File: config.mk
export PLATFORM = sky130hd
export DESIGN_NAME = sample_fifo_with_drain_average_flat
export DESIGN_NICKNAME = d
export VERILOG_FILES = /design/src/rtl/core/sfda_pkg.sv /design/src/rtl/core/sfda_if.sv /design/src/rtl/core/sfda_store.sv /design/src/rtl/core/sfda_div.sv /design/src/rtl/core/sample_fifo_with_drain_average.sv /design/src/flat_wrapper.sv
export SDC_FILE = /design/constraint.sdc
export NUM_CORES = 1
export LEC_CHECK = 0
export BUFFER_PORTS_ARGS = -buffer_cell sky130_fd_sc_hd__clkbuf_2
export CORE_ASPECT_RATIO = 1.5
export CORE_MARGIN = 3
export CORE_UTILIZATION = 25
export DETAILED_ROUTE_END_ITERATION = 10
export GPL_TIMING_DRIVEN = 0
export PLACE_DENSITY = 0.39
export SLEW_MARGIN = 20
export SYNTH_ARGS = -nofsm -noshare
export SYNTH_HDL_FRONTEND = slang
export SYNTH_SLANG_ARGS = --single-unit
File: constraint.sdc
create_clock -name clk -period 5.2 [get_ports clk]
set_input_delay 0.52 -clock clk [delete_from_list [all_inputs] [get_ports clk]]
set_output_delay 0.52 -clock clk [all_outputs]
set_load 0.005 [all_outputs]
File: src/rtl/core/sfda_pkg.sv
// Shared constants and types for the sample FIFO with drain-and-average.
package sfda_pkg;

  localparam int SAMPLE_W = 16;
  localparam int FILL_W   = 4;
  localparam int ACTION_W = 2;

  localparam int FIFO_DEPTH_DEF = 16;
  localparam int MEAN_MAX_DEF   = 8;

  typedef enum logic [ACTION_W-1:0] {
    ACT_PUSH  = 2'd0,
    ACT_POP   = 2'd1,
    ACT_DRAIN = 2'd2
  } action_t;

endpackage

File: src/rtl/core/sfda_if.sv
// Request and response channel interfaces.
interface sfda_req_if;
  logic                          valid;
  logic                          ready;
  logic [sfda_pkg::ACTION_W-1:0] action;
  logic [sfda_pkg::SAMPLE_W-1:0] sample;

  modport source (output valid, action, sample, input ready);
  modport sink   (input valid, action, sample, output ready);
endinterface

interface sfda_rsp_if;
  logic                          valid;
  logic                          ready;
  logic [sfda_pkg::SAMPLE_W-1:0] data;
  logic                          was_empty;
  logic [sfda_pkg::FILL_W-1:0]   fill_count;
  logic                          overflowed;

  modport source (output valid, data, was_empty, fill_count, overflowed, input ready);
  modport sink   (input valid, data, was_empty, fill_count, overflowed, output ready);
endinterface

File: src/rtl/core/sfda_store.sv
// Sample memory: one write port, one registered read port.
module sfda_store #(
  parameter int FIFO_DEPTH = sfda_pkg::FIFO_DEPTH_DEF,
  parameter int PTR_W      = $clog2(FIFO_DEPTH)
) (
  input  logic                          clk,
  input  logic                          wr_en,
  input  logic [PTR_W-1:0]              wr_addr,
  input  logic [sfda_pkg::SAMPLE_W-1:0] wr_data,
  input  logic [PTR_W-1:0]              rd_addr,
  output logic [sfda_pkg::SAMPLE_W-1:0] rd_data
);

  logic [sfda_pkg::SAMPLE_W-1:0] mem [FIFO_DEPTH];

  always_ff @(posedge clk) begin
    if (wr_en) begin
      mem[wr_addr] <= wr_data;
    end
  end

  always_ff @(posedge clk) begin
    rd_data <= mem[rd_addr];
  end

endmodule

File: src/rtl/core/sfda_div.sv
// Restoring divider, one quotient bit per cycle.
module sfda_div #(
  parameter int SUM_W = 20,
  parameter int DIV_W = 4
) (
  input  logic                          clk,
  input  logic                          rst,
  input  logic                          start,
  input  logic [SUM_W-1:0]              dividend,
  input  logic [DIV_W-1:0]              divisor,
  output logic                          done,
  output logic [sfda_pkg::SAMPLE_W-1:0] quotient
);

  localparam int CNT_W = $clog2(SUM_W + 1);

  logic [SUM_W-1:0] quo;
  logic [DIV_W-1:0] rem;
  logic [DIV_W-1:0] dvs;
  logic [CNT_W-1:0] steps;
  logic [DIV_W:0]   trial;
  logic             fits;

  assign trial    = {rem, quo[SUM_W-1]};
  assign fits     = trial >= {1'b0, dvs};
  assign quotient = quo[sfda_pkg::SAMPLE_W-1:0];

  always_ff @(posedge clk) begin
    if (rst) begin
      steps <= '0;
      done  <= 1'b0;
    end else begin
      done <= 1'b0;
      if (start) begin
        steps <= CNT_W'(SUM_W);
      end else if (steps != '0) begin
        steps <= steps - 1'b1;
        if (steps == CNT_W'(1)) begin
          done <= 1'b1;
        end
      end
    end
  end

  always_ff @(posedge clk) begin
    if (start) begin
      quo <= dividend;
      rem <= '0;
      dvs <= divisor;
    end else if (steps != '0) begin
      // shift the next dividend bit into the remainder, subtract when it fits
      if (fits) begin
        rem <= DIV_W'(trial - {1'b0, dvs});
      end else begin
        rem <= trial[DIV_W-1:0];
      end
      quo <= {quo[SUM_W-2:0], fits};
    end
  end

endmodule

File: src/rtl/core/sample_fifo_with_drain_average.sv
// Sample FIFO with drain-and-average.
// Push, unknown action, and pop/drain on empty: result registered in the cycle after the accept.
// Pop: one registered memory read, then ST_POP loads the result. Drain: min(count, MEAN_MAX)
// memory reads are summed in ST_SUM, then ST_DIV divides by that number and registers the mean.
// One item at a time; next item accepted once the result register is free.
// Synchronous reset clears pointers, count, overflow flag; sample memory is not cleared.
module sample_fifo_with_drain_average #(
  parameter int FIFO_DEPTH = sfda_pkg::FIFO_DEPTH_DEF,
  parameter int MEAN_MAX   = sfda_pkg::MEAN_MAX_DEF
) (
  input  logic              clk,
  input  logic              rst,
  sfda_req_if.sink          req,
  sfda_rsp_if.source        rsp
);

  localparam int PTR_W = $clog2(FIFO_DEPTH);
  localparam int USE_W = $clog2(MEAN_MAX + 1);
  localparam int SUM_W = sfda_pkg::SAMPLE_W + USE_W;
  localparam int SW    = sfda_pkg::SAMPLE_W;

  typedef enum logic [3:0] {
    ST_IDLE = 4'b0001,
    ST_POP  = 4'b0010,
    ST_SUM  = 4'b0100,
    ST_DIV  = 4'b1000
  } state_t;

  state_t           state;
  logic [PTR_W-1:0] wr_ptr;
  logic [PTR_W-1:0] rd_ptr;
  logic [PTR_W-1:0] entry_count;
  logic             overflow_flag;
  logic [PTR_W-1:0] walk_addr;
  logic [USE_W-1:0] left;
  logic [USE_W-1:0] used;
  logic [SUM_W-1:0] sum;
  logic [SUM_W-1:0] sum_next;

  logic             out_valid;
  logic [SW-1:0]    out_data;
  logic             out_empty;

  logic             accept;
  logic             is_empty;
  logic             mem_wr;
  logic [PTR_W-1:0] mem_rd_addr;
  logic [SW-1:0]    mem_rd_data;
  logic             div_start;
  logic             div_done;
  logic [SW-1:0]    div_quo;
  logic [USE_W-1:0] take_cnt;
  logic [PTR_W:0]   count_inc;
  logic [PTR_W:0]   rd_end;
  logic [31:0]      count_ext;

  function automatic logic [PTR_W-1:0] ptr_inc(input logic [PTR_W-1:0] p);
    logic [PTR_W:0] n;
    n = {1'b0, p} + 1'b1;
    return (n >= (PTR_W+1)'(FIFO_DEPTH)) ? '0 : n[PTR_W-1:0];
  endfunction

  assign req.ready   = (state == ST_IDLE) && (!out_valid || rsp.ready);
  assign accept      = req.valid && req.ready;
  assign is_empty    = entry_count == '0;
  assign mem_wr      = accept && (sfda_pkg::action_t'(req.action) == sfda_pkg::ACT_PUSH);
  assign mem_rd_addr = (state == ST_IDLE) ? rd_ptr : walk_addr;
  assign take_cnt    = (32'(entry_count) > MEAN_MAX) ? USE_W'(MEAN_MAX)
                                                     : USE_W'(entry_count);
  assign count_inc   = {1'b0, entry_count} + 1'b1;
  assign rd_end      = {1'b0, rd_ptr} + {1'b0, entry_count};
  assign sum_next    = sum + SUM_W'(mem_rd_data);
  assign div_start   = (state == ST_SUM) && (left == USE_W'(1));
  assign count_ext   = 32'(entry_count);

  assign rsp.valid      = out_valid;
  assign rsp.data       = out_data;
  assign rsp.was_empty  = out_empty;
  assign rsp.fill_count = count_ext[sfda_pkg::FILL_W-1:0];
  assign rsp.overflowed = overflow_flag;

  sfda_store #(
    .FIFO_DEPTH (FIFO_DEPTH),
    .PTR_W      (PTR_W)
  ) u_store (
    .clk     (clk),
    .wr_en   (mem_wr),
    .wr_addr (wr_ptr),
    .wr_data (req.sample),
    .rd_addr (mem_rd_addr),
    .rd_data (mem_rd_data)
  );

  sfda_div #(
    .SUM_W (SUM_W),
    .DIV_W (USE_W)
  ) u_div (
    .clk      (clk),
    .rst      (rst),
    .start    (div_start),
    .dividend (sum_next),
    .divisor  (used),
    .done     (div_done),
    .quotient (div_quo)
  );

  always_ff @(posedge clk) begin
    if (rst) begin
      state         <= ST_IDLE;
      wr_ptr        <= '0;
      rd_ptr        <= '0;
      entry_count   <= '0;
      overflow_flag <= 1'b0;
      out_valid     <= 1'b0;
    end else begin
      if (out_valid && rsp.ready) begin
        out_valid <= 1'b0;
      end
      unique case (state)
        ST_IDLE: begin
          if (accept) begin
            unique case (sfda_pkg::action_t'(req.action))
              sfda_pkg::ACT_PUSH: begin
                wr_ptr <= ptr_inc(wr_ptr);
                // count reaching depth wraps to zero and latches overflow
                if (count_inc == (PTR_W+1)'(FIFO_DEPTH)) begin
                  entry_count   <= '0;
                  overflow_flag <= 1'b1;
                end else begin
                  entry_count <= count_inc[PTR_W-1:0];
                end
                out_valid <= 1'b1;
              end
              sfda_pkg::ACT_POP: begin
                if (is_empty) begin
                  out_valid <= 1'b1;
                end else begin
                  rd_ptr      <= ptr_inc(rd_ptr);
                  entry_count <= entry_count - 1'b1;
                  state       <= ST_POP;
                end
              end
              sfda_pkg::ACT_DRAIN: begin
                if (is_empty) begin
                  out_valid <= 1'b1;
                end else begin
                  // drop every entry now; only up to MEAN_MAX of the oldest are read back
                  if (rd_end >= (PTR_W+1)'(FIFO_DEPTH)) begin
                    rd_ptr <= PTR_W'(rd_end - (PTR_W+1)'(FIFO_DEPTH));
                  end else begin
                    rd_ptr <= rd_end[PTR_W-1:0];
                  end
                  entry_count <= '0;
                  state       <= ST_SUM;
                end
              end
              default: begin
                out_valid <= 1'b1;
              end
            endcase
          end
        end
        ST_POP: begin
          out_valid <= 1'b1;
          state     <= ST_IDLE;
        end
        ST_SUM: begin
          if (left == USE_W'(1)) begin
            state <= ST_DIV;
          end
        end
        ST_DIV: begin
          if (div_done) begin
            out_valid <= 1'b1;
            state     <= ST_IDLE;
          end
        end
        default: begin
          state <= ST_IDLE;
        end
      endcase
    end
  end

  // datapath registers, no reset
  always_ff @(posedge clk) begin
    unique case (state)
      ST_IDLE: begin
        // hold the result fields while a beat waits; load them only on accept
        if (accept) begin
          out_data  <= '0;
          out_empty <= (sfda_pkg::action_t'(req.action) == sfda_pkg::ACT_POP ||
                        sfda_pkg::action_t'(req.action) == sfda_pkg::ACT_DRAIN) && is_empty;
          walk_addr <= ptr_inc(rd_ptr);
          left      <= take_cnt;
          used      <= take_cnt;
          sum       <= '0;
        end
      end
      ST_POP: begin
        out_data <= mem_rd_data;
      end
      ST_SUM: begin
        sum       <= sum_next;
        left      <= left - 1'b1;
        walk_addr <= ptr_inc(walk_addr);
      end
      ST_DIV: begin
        out_data <= div_quo;
      end
      default: begin
        out_data <= '0;
      end
    endcase
  end

endmodule

File: src/flat_wrapper.sv
// flat-port wrapper written by rule: the top's interface ports become plain ports
module sample_fifo_with_drain_average_flat 
#(
  parameter int FIFO_DEPTH = sfda_pkg::FIFO_DEPTH_DEF,
  parameter int MEAN_MAX   = sfda_pkg::MEAN_MAX_DEF
)
  (clk, rst, req_valid, req_action, req_sample, req_ready, rsp_valid, rsp_data, rsp_was_empty, rsp_fill_count, rsp_overflowed, rsp_ready);
  sfda_req_if req_i ();
  sfda_rsp_if rsp_i ();
  input  logic clk;
  input  logic rst;
  input wire logic [$bits(req_i.valid)-1:0] req_valid;
  input wire logic [$bits(req_i.action)-1:0] req_action;
  input wire logic [$bits(req_i.sample)-1:0] req_sample;
  output wire logic [$bits(req_i.ready)-1:0] req_ready;
  output wire logic [$bits(rsp_i.valid)-1:0] rsp_valid;
  output wire logic [$bits(rsp_i.data)-1:0] rsp_data;
  output wire logic [$bits(rsp_i.was_empty)-1:0] rsp_was_empty;
  output wire logic [$bits(rsp_i.fill_count)-1:0] rsp_fill_count;
  output wire logic [$bits(rsp_i.overflowed)-1:0] rsp_overflowed;
  input wire logic [$bits(rsp_i.ready)-1:0] rsp_ready;
  assign req_i.valid = req_valid;
  assign req_i.action = req_action;
  assign req_i.sample = req_sample;
  assign req_ready = req_i.ready;
  assign rsp_valid = rsp_i.valid;
  assign rsp_data = rsp_i.data;
  assign rsp_was_empty = rsp_i.was_empty;
  assign rsp_fill_count = rsp_i.fill_count;
  assign rsp_overflowed = rsp_i.overflowed;
  assign rsp_i.ready = rsp_ready;
  sample_fifo_with_drain_average #(.FIFO_DEPTH(FIFO_DEPTH), .MEAN_MAX(MEAN_MAX)) u_core (.clk(clk), .rst(rst), .req(req_i), .rsp(rsp_i));
endmodule
## Word-level counts from Yosys, hierarchy flattened

Memory sizes are Yosys's and may differ from the RTL's. A register that Yosys moved wholly into a read port is not among the register bits.
Cells that the tools add are included.

| storage, ports and cells | value |
|---|---|
| register bits after elaboration | 101 |
| bits in latches | 0 |
| RAM bits | 256 |
| bits in read-only memories | 0 |
| input bits | 22 |
| output and inout bits | 24 |
| word-level logic and storage cells | 124 |
| memories kept | 1 |

| cells by class | value |
|---|---|
| add/subtract/negate cells | 11 |
| $mul | 0 |
| div/mod/pow operators | 0 |
| $lt $le $gt $ge | 6 |
| equal/unequal tests | 17 |
| shift-type cells | 0 |
| multiplexer cells | 42 |
| bitwise gates (word level) | 2 |
| reduce and logical (&&, ||, !) cells | 27 |

Memory list:

| memory | words | bits a word | rd ports | clocked after Yosys merged registers in | write ports | line | RTL |
|---|---|---|---|---|---|---|---|
| u_core.u_store.mem | 16 | 16 | 1 | 1 | 1 | sfda_store.sv:14 | `logic [sfda_pkg::SAMPLE_W-1:0] mem [FIFO_DEPTH];` |

Operator list:

| kind | number |
|---|---|
| $mux 4 | 19 |
| $pmux 16 s4 | 1 |
| $mux 20 | 3 |
| $pmux 20 s2 | 1 |
| $pmux 4 s2 | 4 |
| $pmux 4 s3 | 2 |
| $add 20x16->20 | 1 |
| $add 4x1->5 const B | 4 |
| $ge 5x5->1 const B | 4 |
| $mux 16 | 1 |
| $sub 4x1->4 const B | 3 |
| $mux 5 | 2 |
| $reduce_and 5->1 | 2 |
| $ne 3x3->1 const B | 3 |
| $eq 4x1->1 const B | 2 |
| $mux 1 | 8 |
| $ne 2x2->1 const B | 4 |
| $logic_and 1x1->1 | 6 |
| $reduce_and 2->1 | 3 |
| $reduce_and 6->1 | 1 |
| $reduce_bool 2->1 | 3 |
| $add 4x4->5 | 1 |
| $eq 5x1->1 const B | 1 |
| $eq 5x5->1 const B | 1 |
| 22 further kinds | 25 |

## Logic depth before layout (Yosys ltp)

Gate-level depths: netlist of run 1.

| depth | value |
|---|---|
| word-level depth | 7 |
| depth in mapped cells | 9 |
| mapped depth without buffers | 9 |

## Modules after synthesis

From an unflattened synthesis of run 1, not the netlist that was laid out.

| unflattened totals | value |
|---|---|
| cells, all modules | 1002 |
| area total of the unflattened synthesis | 16077.9 µm² |

By module, submodules not included:

| module | times used | cells an instance | area each (µm²) | seq. area each (µm²) |
|---|---|---|---|---|
| sfda_store | 1 | 432 | 10043.4 | 8007.7 |
| sample_fifo_with_drain_average | 1 | 437 | 4331.7 | 1831.8 |
| sfda_div | 1 | 133 | 1702.9 | 920.9 |

## Worst setup path before layout of run 1

Ideal clock, no wire load.

| timing | value |
|---|---|
| path kind | register to register |
| start point | reg u_core.state[3] |
| end point | mem u_core.u_store.mem[3][0] (netlist name) (enable) |
| library setup time | 0.409 ns |
| data arrival time | 2.637 ns |
| data required time | 4.791 ns |
| path slack | 2.154 ns |
| cell stages (with the launch flop) | 9 |
| buffers on the path | 2 |
| period minus slack after synthesis | 3.046 ns |
| path through | dfxtp_1 > nor4b_2 > buf_4 > nand3_4 > inv_1 > and2_1 > buf_2 > nand2_1 > nor3_1 |

| between the ends | value |
|---|---|
| longest elaborated chain between the ends | 6 |

RTL lines:

| element | line | RTL |
|---|---|---|
| from (decl) | sample_fifo_with_drain_average.sv:29 | `state_t state;` |
| from (signal assigned) | sample_fifo_with_drain_average.sv:109 | `state <= ST_IDLE;` |
| from (signal assigned) | sample_fifo_with_drain_average.sv:140 | `state <= ST_POP;` |
| from (signal assigned) | sample_fifo_with_drain_average.sv:154 | `state <= ST_SUM;` |
| $eq 4x1->1 | sample_fifo_with_drain_average.sv:63 | `assign req.ready = (state == ST_IDLE) && (!out_valid \|\| rsp.ready);` |
| $logic_and 1x1->1 | sample_fifo_with_drain_average.sv:63 |  |
| $logic_and 1x1->1 | sample_fifo_with_drain_average.sv:64 | `assign accept = req.valid && req.ready;` |
| $logic_and 1x1->1 | sample_fifo_with_drain_average.sv:66 | `assign mem_wr = accept && (sfda_pkg::action_t'(req.action) == sfda_pkg::ACT_PUSH);` |
| $mux 1 | sfda_store.sv:17 | `if (wr_en) begin` |
| $mux 1 (not written as such) | sfda_store.sv:18 | `mem[wr_addr] <= wr_data;` |
| to (decl) | sfda_store.sv:14 |  |

Every way passes these cells.

## Final worst setup path of run 1

| timing | value |
|---|---|
| start point | reg u_core.state[0] |
| end point | mem u_core.u_store.mem[2][11] (netlist name) (enable) |

The elaborated chain is that of the path after synthesis.

==> results of run 1 <==
-- cell families after synthesis --
group | synth area share (%)
muxes | 4.969
and+or+nand+nor | 13.68
adders and majority gates | 3.567
buffers and inverters | 2.290
xor gates and xnor gates | 1.200
DFF | 66.98
AOI/OAI and AO/OA | 7.306
-- synthesized netlist by cell type, types with 7 or more instances --
cell / count
o21ai_0: 38
a31oi_1: 9
nor2_1: 62
nand2b_1: 14
a21oi_1: 56
mux2i_1: 73
dfxtp_1: 44
xor2_1: 8
inv_1: 26
edfxtp_1: 329
nand3_1: 119
buf_4: 8
ha_1: 41
nor3_1: 22
clkbuf_1: 37
a211oi_1: 7
and2_1: 7
buf_2: 12
xnor2_1: 14
nand4_1: 19
a21o_1: 10
and3_1: 7
nand2_1: 188
a22o_1: 18
a22oi_1: 17
-- final cells by class --
class / instances / area share, %
Sequential cell: 373 / 56.86
Multi-Input combinational cell: 794 / 26.44
Clock buffer: 51 / 5.619
Tap cell: 805 / 5.322
Timing Repair Buffer: 65 / 2.373
Clock inverter: 23 / 1.441
Buffer: 60 / 1.428
Inverter: 26 / 0.5157
-- sequential cells by signal (all words and copies together), names as in the netlist, 4 cells and up --
| signal | count |
|---|---|
| u_core.rsp.data | 16 |
| u_core.rd_ptr | 4 |
| u_core.sum | 20 |
| u_core.walk_addr | 4 |
| u_core.u_div.dvs | 4 |
| u_core.u_store.mem | 256 |
| u_core.u_store.rd_data | 16 |
| u_core.wr_ptr | 4 |
| u_core.rsp.fill_count | 4 |
| u_core.left | 4 |
| u_core.state | 4 |
| u_core.u_div.quo | 20 |
| u_core.u_div.steps | 5 |
| u_core.used | 4 |
| u_core.u_div.rem | 4 |
-- report_power, final --
part | internal, uW | switching, uW
registers | 3520 | 130
clock network | 1750 | 1210
logic | 442 | 786
-- layer usage --
metal  share of wire, %  wire (um)  GRT usage [%]
met5                  0          0              0
met2                 56      24770          26.12
met3                3.1       1352          2.078
met4                2.4       1067          3.889
met1                 39      17080          14.40
-- stage by stage --
stage	worst slack, ns	cell area, um2	cells
floorplan	2.154	16060	1253
detailed placement	1.953	17590	2123
finish	2.025	18930	2197
CTS	1.948	18930	2197
global placement	0.4984	17300	2103
global route	1.748	18930	2197
-- path summary, 6_finish.rpt --
path / end / slack, ns / cells past startpoint
setup reg to reg: u_core.u_store.mem[2][11] / 2.02 / 9
hold reg to reg: u_core.u_div.dvs[0] / 0.42 / 0
hold / removal: u_core.u_div.steps[0] / 0.22 / 2
setup / recovery: u_core.u_store.mem[2][11] / 2.02 / 9
-- placed cells by master, fill, tap and decap left out, types with 17 or more instances in the layout --
cell type and n:
nand4_1 19, ha_1 41, nor2_1 50, nor3_1 18, dfxtp_1 44, nand2_1 187, clkbuf_1 47, nand3_1 119
mux2i_1 73, a21oi_1 55, a22oi_1 17, clkbuf_16 41, a22o_1 18, edfxtp_1 329, inv_1 26, clkbuf_2 45
o21ai_0 38
-- worst register-to-register path: stages (launching register included) --
cell and delay [ns]:
dfxtp_1 0.43, nor4b_2 0.23, buf_4 0.27, nand3_4 0.16, inv_1 0.29, and2_1 0.17, buf_2 0.20, nand2_1 0.22
nor3_2 0.59, buf_4 0.32
==> flow_summary.toml, run 1 <==
[floorplanning]
die_x_um = 213.0
boundaryPins = 46
die_height_um = 316.5
fp-row-count = 113
start_util_pct = 25.31
core_mm2 = 0.06348
dieArea_mm2 = 0.06740

[sta]
hold_slack_ns = 0.2183
finalCritPeriodShare_pct = 61.06
max_slew.worst_pin.slew_ns = 0.9606
clock.fmax_ghz = 0.3149
hold_viol_final = 0
period_minus_slack_ns = 3.175
skew_ns = 0.01749
relSlewSlack_pct = 35.89
finalSetupViolations = 0
rsz0062_at_grt = "no"
finalMaxSlewViolations = 0
tns_ns = 0

[yosys]
yosys-top-cells-area = "edfxtp_1 62%, dfxtp_1 5.5%, mux2i_1 4.5%"
ys_types = 63
synth_top_area_share_pct = 61.50
synth_ff_type = "edfxtp_1"
synth_edf_count = 329
yosys.area.top_type = "edfxtp_1"
synth_async_sr_flop_share_pct = 0
yosysWarningCount = 0
synthCells = 1253
seq_area_frac_synth_pct = 66.98
syn_avg_cell_area_um2 = 12.82
syn_nets = 1319
synth_area_mm2 = 0.01606
ys_ff_latch = 373

[critical_path]
arrival_ns = 3.44
critical_path.max_fanout = 10
reg2reg_from = "u_core.state[0]"
cpMostUsedCell = "buf_4"
cp.buffers_inverters = 4
path_cells = "nor4b_2 > buf_4 > nand3_4 > inv_1 > and2_1 > buf_2 > nand2_1 > nor3_2 > buf_4"
end_kind = "flip-flop"
max_stage_delay_ns = 0.59
critical-path-slowest-cell = "nor3_2"
critPathKind = "reg -> reg"
crit_family = "simple AND/OR/NAND/NOR gates"
start_kind = "flip-flop"
crit_required_ns = 5.46
critPathLaunch = "u_core.state[0]"

[clock_tree]
hold_buffers = 0
cts.htree.levels = 2
path_clk_slew_ns = 0.06
cts_inserted_buffers = 41
post_cts_buffers = 0
clock_latency_ns = 0.56
cts_root_buf = "clkbuf_16"
clock_sinks = 373
clk_path_buf_depth = 3
cts_tree = "built"
cts.repair.resized = 0

[min_path]
hold_class = "in -> reg"
hold_start = "rst"

[placed_design]
place_hpwl_um = 32580
port_buffers = 45
place_congestion = 0.7425

[status]
status = "finished clean"

[global_route]
grt_pass1_vias = 10570
grt_overflow = 0
grt_pass1_wl_um = 66760
grt_max_degree = 21
antenna_found_initial = 2
globalRouteTotalUtil_pct = 13.28

[final_layout]
seq_area_mm2 = 0.01076
fin_util_pct = 29.81
drive_gt1_share_pct = 13.00
syn2layout_area_growth_pct = 17.81
finish.net_count = 1427
multi_input_area_mm2 = 0.005005
fill_cells = 6407
diodes = 0

[routing]
dr.pass1.iters = 5
vias = 10070
drt_iter0_drc = 589
postRouteAntennaNets = 0
via_per_inst = 4.583
drc_errors = 0
wl_um = 44270
wl_per_cell_um = 20.15

[pwr]
p_total_uw = 7834
ir_worst_vdd_mv = 0.2005
leakage_uw = 0.007012
power_per_cell_area_mw_per_mm2 = 413.9

[job]
maxCapViolations = 0
Note: power is estimated with default switching activity, not from simulation.
==> inputs of run 2 (changes only) <==
Clock period 5.2 ns to 3.04 ns, I/O delays scaled along.
==> flow_summary.toml, run 2 (synthesis results as in run 1) <==
[pwr]
p_clk_share_pct = 37.2
p_int_uw = 9640
leakage_uw = 0.007014
p_total_uw = 13300
combPwrFrac_pct = 15.9
power_frac_seq_pct = 46.9
power_per_cell_area_mw_per_mm2 = 700.3
p_sw_uw = 3657
swShare_pct = 27.50
ir_worst_vdd_mv = 0.3040

[final_layout]
multi_input_area_mm2 = 0.005052
fin_util_pct = 29.91
seq_area_mm2 = 0.01076
fill_cells = 6396
syn2layout_area_growth_pct = 18.19
layout_commonest_cell = "edfxtp_1"
regMostFlops = "u_core.u_store.mem"
layout_common_cells = "329 x edfxtp_1, 185 x nand2_1, 119 x nand3_1"
diodes = 0
drive_gt1_share_pct = 13.92
reg_top3 = "u_core.u_store.mem: 256 flops, u_core.sum: 20 flops, u_core.u_div.quo: 20 flops"
final_cells = 2199
largest_reg_flops = 256
finish.net_count = 1430

[sta]
rsz0062_at_grt = "no"
finalSetupViolations = 0
hold_viol_final = 0
max_slew.worst_pin.slew_ns = 0.7882
period_minus_slack_ns = 2.861
finalCritPeriodShare_pct = 94.12
relSlewSlack_pct = 47.05
hold_slack_ns = 0.1939
clock.fmax_ghz = 0.3495
skew_ns = 0.02204
tns_ns = 0
finalMaxSlewViolations = 0

[placed_design]
place_congestion = 0.7580
port_buffers = 45
place_hpwl_um = 32120
dp_cells = 2125

[routing]
vias = 10150
dr.pass1.iters = 6
drt_iter0_drc = 598
via_per_inst = 4.615
wl_per_cell_um = 20.06
postRouteAntennaNets = 0
wl_um = 44100
drc_errors = 0

[critical_path]
cpMostUsedCell = "buf_4"
critical_path.max_fanout = 10
critical-path-slowest-cell = "dfxtp_1"
end_kind = "flip-flop"
arrival_ns = 3.14
start_kind = "flip-flop"
critPathKind = "reg -> reg"
crit_required_ns = 3.32
path_cells = "nor4b_2 > buf_6 > nand3_4 > clkinvlp_4 > and2_1 > buf_2 > nand2_2 > nor3_4 > buf_4 > buf_4"
max_stage_delay_ns = 0.38

[floorplanning]
die_x_um = 213.0
fp-row-count = 113
start_util_pct = 25.31
die_height_um = 316.5
dieArea_mm2 = 0.06740
core_mm2 = 0.06348
boundaryPins = 46

[clock_tree]
clock_sinks = 373
cts_tree = "built"
cts_root_buf = "clkbuf_16"
cts.htree.levels = 2
path_clk_slew_ns = 0.06
cts_inserted_buffers = 40
clk_path_buf_depth = 3
clock_latency_ns = 0.57

[global_route]
grt_pass1_wl_um = 67490
antenna_found_initial = 1
grt_pass1_vias = 10750
globalRouteTotalUtil_pct = 13.35
grt_max_degree = 21
grt_overflow = 0

[min_path]
hold_class = "in -> reg"

[status]
status = "finished clean"

[job]
maxCapViolations = 0
-- run 2: per-stage QoR --
stage,setup WS [ns],area (um2)
after floorplan,0.007611,16070
after global placement,-1.549,17300
after detailed placement,-0.2034,17620
after CTS,0.01962,18960
after global routing,0.01133,18990
final,0.1788,18990
-- run 2: critical path, delay by kind of cell (launching register included) --
kind	cells	cell delay (ns)
buf+inv	5	1.08
flops	1	0.38
simple gates	5	1.08
-- run 2: path summary, 6_finish.rpt --
kind                   startpoint                   endpoint  slack [ns]  depth (start not counted)
hold reg to reg    u_core.used[1]        u_core.u_div.dvs[1]        0.42                          0
hold / removal      req_sample[6]   u_core.u_store.mem[1][6]        0.19                          1
setup / recovery  u_core.state[3]  u_core.u_store.mem[1][13]        0.18                         10
setup reg to reg  u_core.state[3]  u_core.u_store.mem[1][13]        0.18                         10
-- run 2: area by class of cell --
cell class                 instances  area share [%]
multi-input combinational        794           26.61
clock buffer                      48           5.430
timing repair buffer              69           2.537
tap                              805           5.305
sequential                       373           56.68
clock inverter                    24           1.410
buffer                            60           1.470
inverter                          26          0.5536
-- run 2: power by group through the flow --
stage               clock network (uW)  registers (uW)  logic (uW)
floorplan                            0            6270        1430
global placement                     0            6350        2110
detailed placement                   0            6350        2140
CTS                               5110            6240        2160
global route                      5290            6280        2400
finish                            4950            6240        2110
-- run 2: repair_timing --
item,4_1_cts,5_1_grt
hold buffers,1,0
buffers inserted,0,1
resized for setup,8,11
pin swaps,0,1
hold endpoints to repair,2,0
endpoints found under the setup margin,59,95
-- run 2: metal layers --
layer  GRT usage, %  vias up  wire length, um
li1               -     4882                -
met1          14.79     5063            17200
met2          25.83      136            24430
met3          2.049       67             1310
met4          4.116        0             1168
met5              0        -                0
==> inputs of run 3 (changes only) <==
Settings changed: CTS_BUF_LIST set to sky130_fd_sc_hd__clkbuf_16, SYNTH_HIERARCHICAL set to 1.
==> flow_summary.toml, run 3 <==
[pwr]
combPwrFrac_pct = 15.8
p_total_uw = 12840
p_sw_uw = 3285
p_int_uw = 9559
power_frac_seq_pct = 48.1
p_clk_share_pct = 36.1
leakage_uw = 0.006445
swShare_pct = 25.58
ir_worst_vdd_mv = 0.4132
power_per_cell_area_mw_per_mm2 = 670.7

[yosys]
yosys.area.top_type = "edfxtp_1"
yosysWarningCount = 6
syn_avg_cell_area_um2 = 16.05
synth_area_mm2 = 0.01608
ys_types = 69
synth_edf_count = 329
synth_ff_type = "edfxtp_1"
synth_most_common_cell = "edfxtp_1"
netlist_top_cells_count = "329 x edfxtp_1, 60 x nand2_1, 54 x mux4_2"
ys_ff_latch = 373
seq_area_frac_synth_pct = 66.93
synthCells = 1002
synth_async_sr_flop_share_pct = 0
synth_top_area_share_pct = 61.45
syn_nets = 1063
yosys-top-cells-area = "edfxtp_1 61%, mux4_2 7.6%, dfxtp_1 5.5%"

[floorplanning]
core_mm2 = 0.06348
fp-row-count = 113
start_util_pct = 25.33
dieArea_mm2 = 0.06745
die_height_um = 316.6
boundaryPins = 46
die_x_um = 213.1

[routing]
drc_errors = 0
wl_per_cell_um = 21.82
wl_um = 42580
highest_layer = "met4"
drt_iter0_drc = 678
vias = 8925
dr.pass1.iters = 4
via_per_inst = 4.575
postRouteAntennaNets = 0
wl_met3_um = 1211
route.met2.wl_um = 23820
wl_met1_um = 16580

[clock_tree]
clk_path_buf_depth = 3
hold_buffers = 0
cts_tree = "built"
cts_inserted_buffers = 40
cts.htree.levels = 2
path_clk_slew_ns = 0.06
clock_sinks = 373
cts_root_buf = "clkbuf_16"
clock_latency_ns = 0.54

[critical_path]
start_kind = "flip-flop"
arrival_ns = 3.29
critical_path.max_fanout = 10
critPathKind = "reg -> reg"
crit_required_ns = 3.42
end_kind = "flip-flop"

[global_route]
antenna_found_initial = 0
grt_overflow = 0
grt_max_degree = 25
globalRouteTotalUtil_pct = 12.79
grt_pass1_vias = 9502
grt_pass1_wl_um = 63170

[status]
status = "finished clean"

[final_layout]
diodes = 0
finish.net_count = 1178
layout_commonest_cell = "edfxtp_1"
regMostFlops = "u_core/u_store/mem"
reg_top3 = "u_core/u_store/mem: 256 flops, u_core/sum: 20 flops, u_core/u_div/quo: 20 flops"
syn2layout_area_growth_pct = 19.10
layout_common_cells = "329 x edfxtp_1, 59 x nand2_1, 54 x mux4_2"
final_cells = 1951
largest_reg_flops = 256
drive_gt1_share_pct = 24.96
fin_util_pct = 30.17

[job]
maxCapViolations = 0

[sta]
period_minus_slack_ns = 2.904
finalCritPeriodShare_pct = 95.54
rsz0062_at_grt = "no"
clock.fmax_ghz = 0.3443
hold_viol_final = 0
relSlewSlack_pct = 34.79
finalMaxSlewViolations = 0
skew_ns = 0.01902
max_slew.worst_pin.slew_ns = 0.9756
postLayoutSetupSlackWorst_ns = 0.1357
finalSetupViolations = 0

[placed_design]
dp_cells = 1864
dp_slack_ns = -0.5764
place_congestion = 0.8089
port_buffers = 45
place_hpwl_um = 28950

[min_path]
hold_class = "in -> reg"
-- run 3: changes by cell type after synthesis, moves of 18 or more --
cell     change
nand3_1    -106
a21oi_1     -18
mux4_2      +54
nand2_1    -128
mux2i_1     -66
mux2_2      +21
nor2_1      -21
-- run 3: through the flow --
stage          hold slack (ns)  setup TNS (ns)  area, um2
3_5_place_dp            0.4054          -94.37      17670
6_report               0.05629               0      19150
2_1_floorplan           0.3731          -3.271      16100
5_1_grt                0.04489               0      19150
4_1_cts                0.01739               0      19100
3_3_place_gp            0.4004         -392.51      17340
-- run 3: cell families after synthesis --
logic type      synth area share [%]
fa+ha+maj                      3.175
xor+xnor                       1.307
simple gates                   6.965
buf+inv                        2.778
mux                            11.39
flops                          66.93
compound gates                 7.463
-- run 3: final cells by class --
| class | count | area [um2] |
|---|---|---|
| fill | 6256 | 44330 |
| sequential | 373 | 10760 |
| multi-input combinational | 541 | 5027 |
| clock buffer | 42 | 1051 |
| tap | 805 | 1007 |
| timing repair buffer | 74 | 661.9 |
| buffer | 65 | 376.6 |
| clock inverter | 29 | 181.4 |
| inverter | 22 | 83.83 |
-- run 3: critical path, cell delays in order, from the launching register on --
cell     delay, ns
dfxtp_1       0.37
nor4b_4       0.41
buf_4         0.21
mux2_2        0.15
buf_2         0.28
buf_2         0.42
mux4_2        0.38
a22oi_1       0.32
nand2_1       0.19
-- run 3: metal layers --
layer | track usage [%] | vias up
met5 | 0 | -
met4 | 3.344 | 0
met3 | 1.722 | 54
met2 | 24.73 | 126
met1 | 14.60 | 4570
li1 | - | 4175
-- run 3: power by group through the flow --
stage               clock [uW]  sequential, uW  combinational, uW
floorplan                    0            6210               1430
global placement             0            6310               1980
detailed placement           0            6290               2070
CTS                       4830            6190               2080
global route              5030            6210               2260
finish                    4640            6180               2030
-- run 3: path summary, 6_finish.rpt --
check | startpoint | endpoint | slack, ns | depth (start not counted)
worst min register to register | u_core/used[0] | u_core/u_div/dvs[0] | 0.42 | 0
worst max-delay path | u_core/state[1] | u_core/u_store/rd_data[9] | 0.14 | 8
worst min-delay path | rst | u_core/u_div/steps[4] | 0.06 | 2
worst max register to register | u_core/state[1] | u_core/u_store/rd_data[9] | 0.14 | 8
-- run 3: what timing repair did --
item / in CTS / in global routing
endpoints found under the setup margin: 287 / 132
gates resized for setup: 13 / 8
endpoints found under the hold margin: 0 / 0
buffers inserted: 14 / 3
pin swaps: 12 / 1
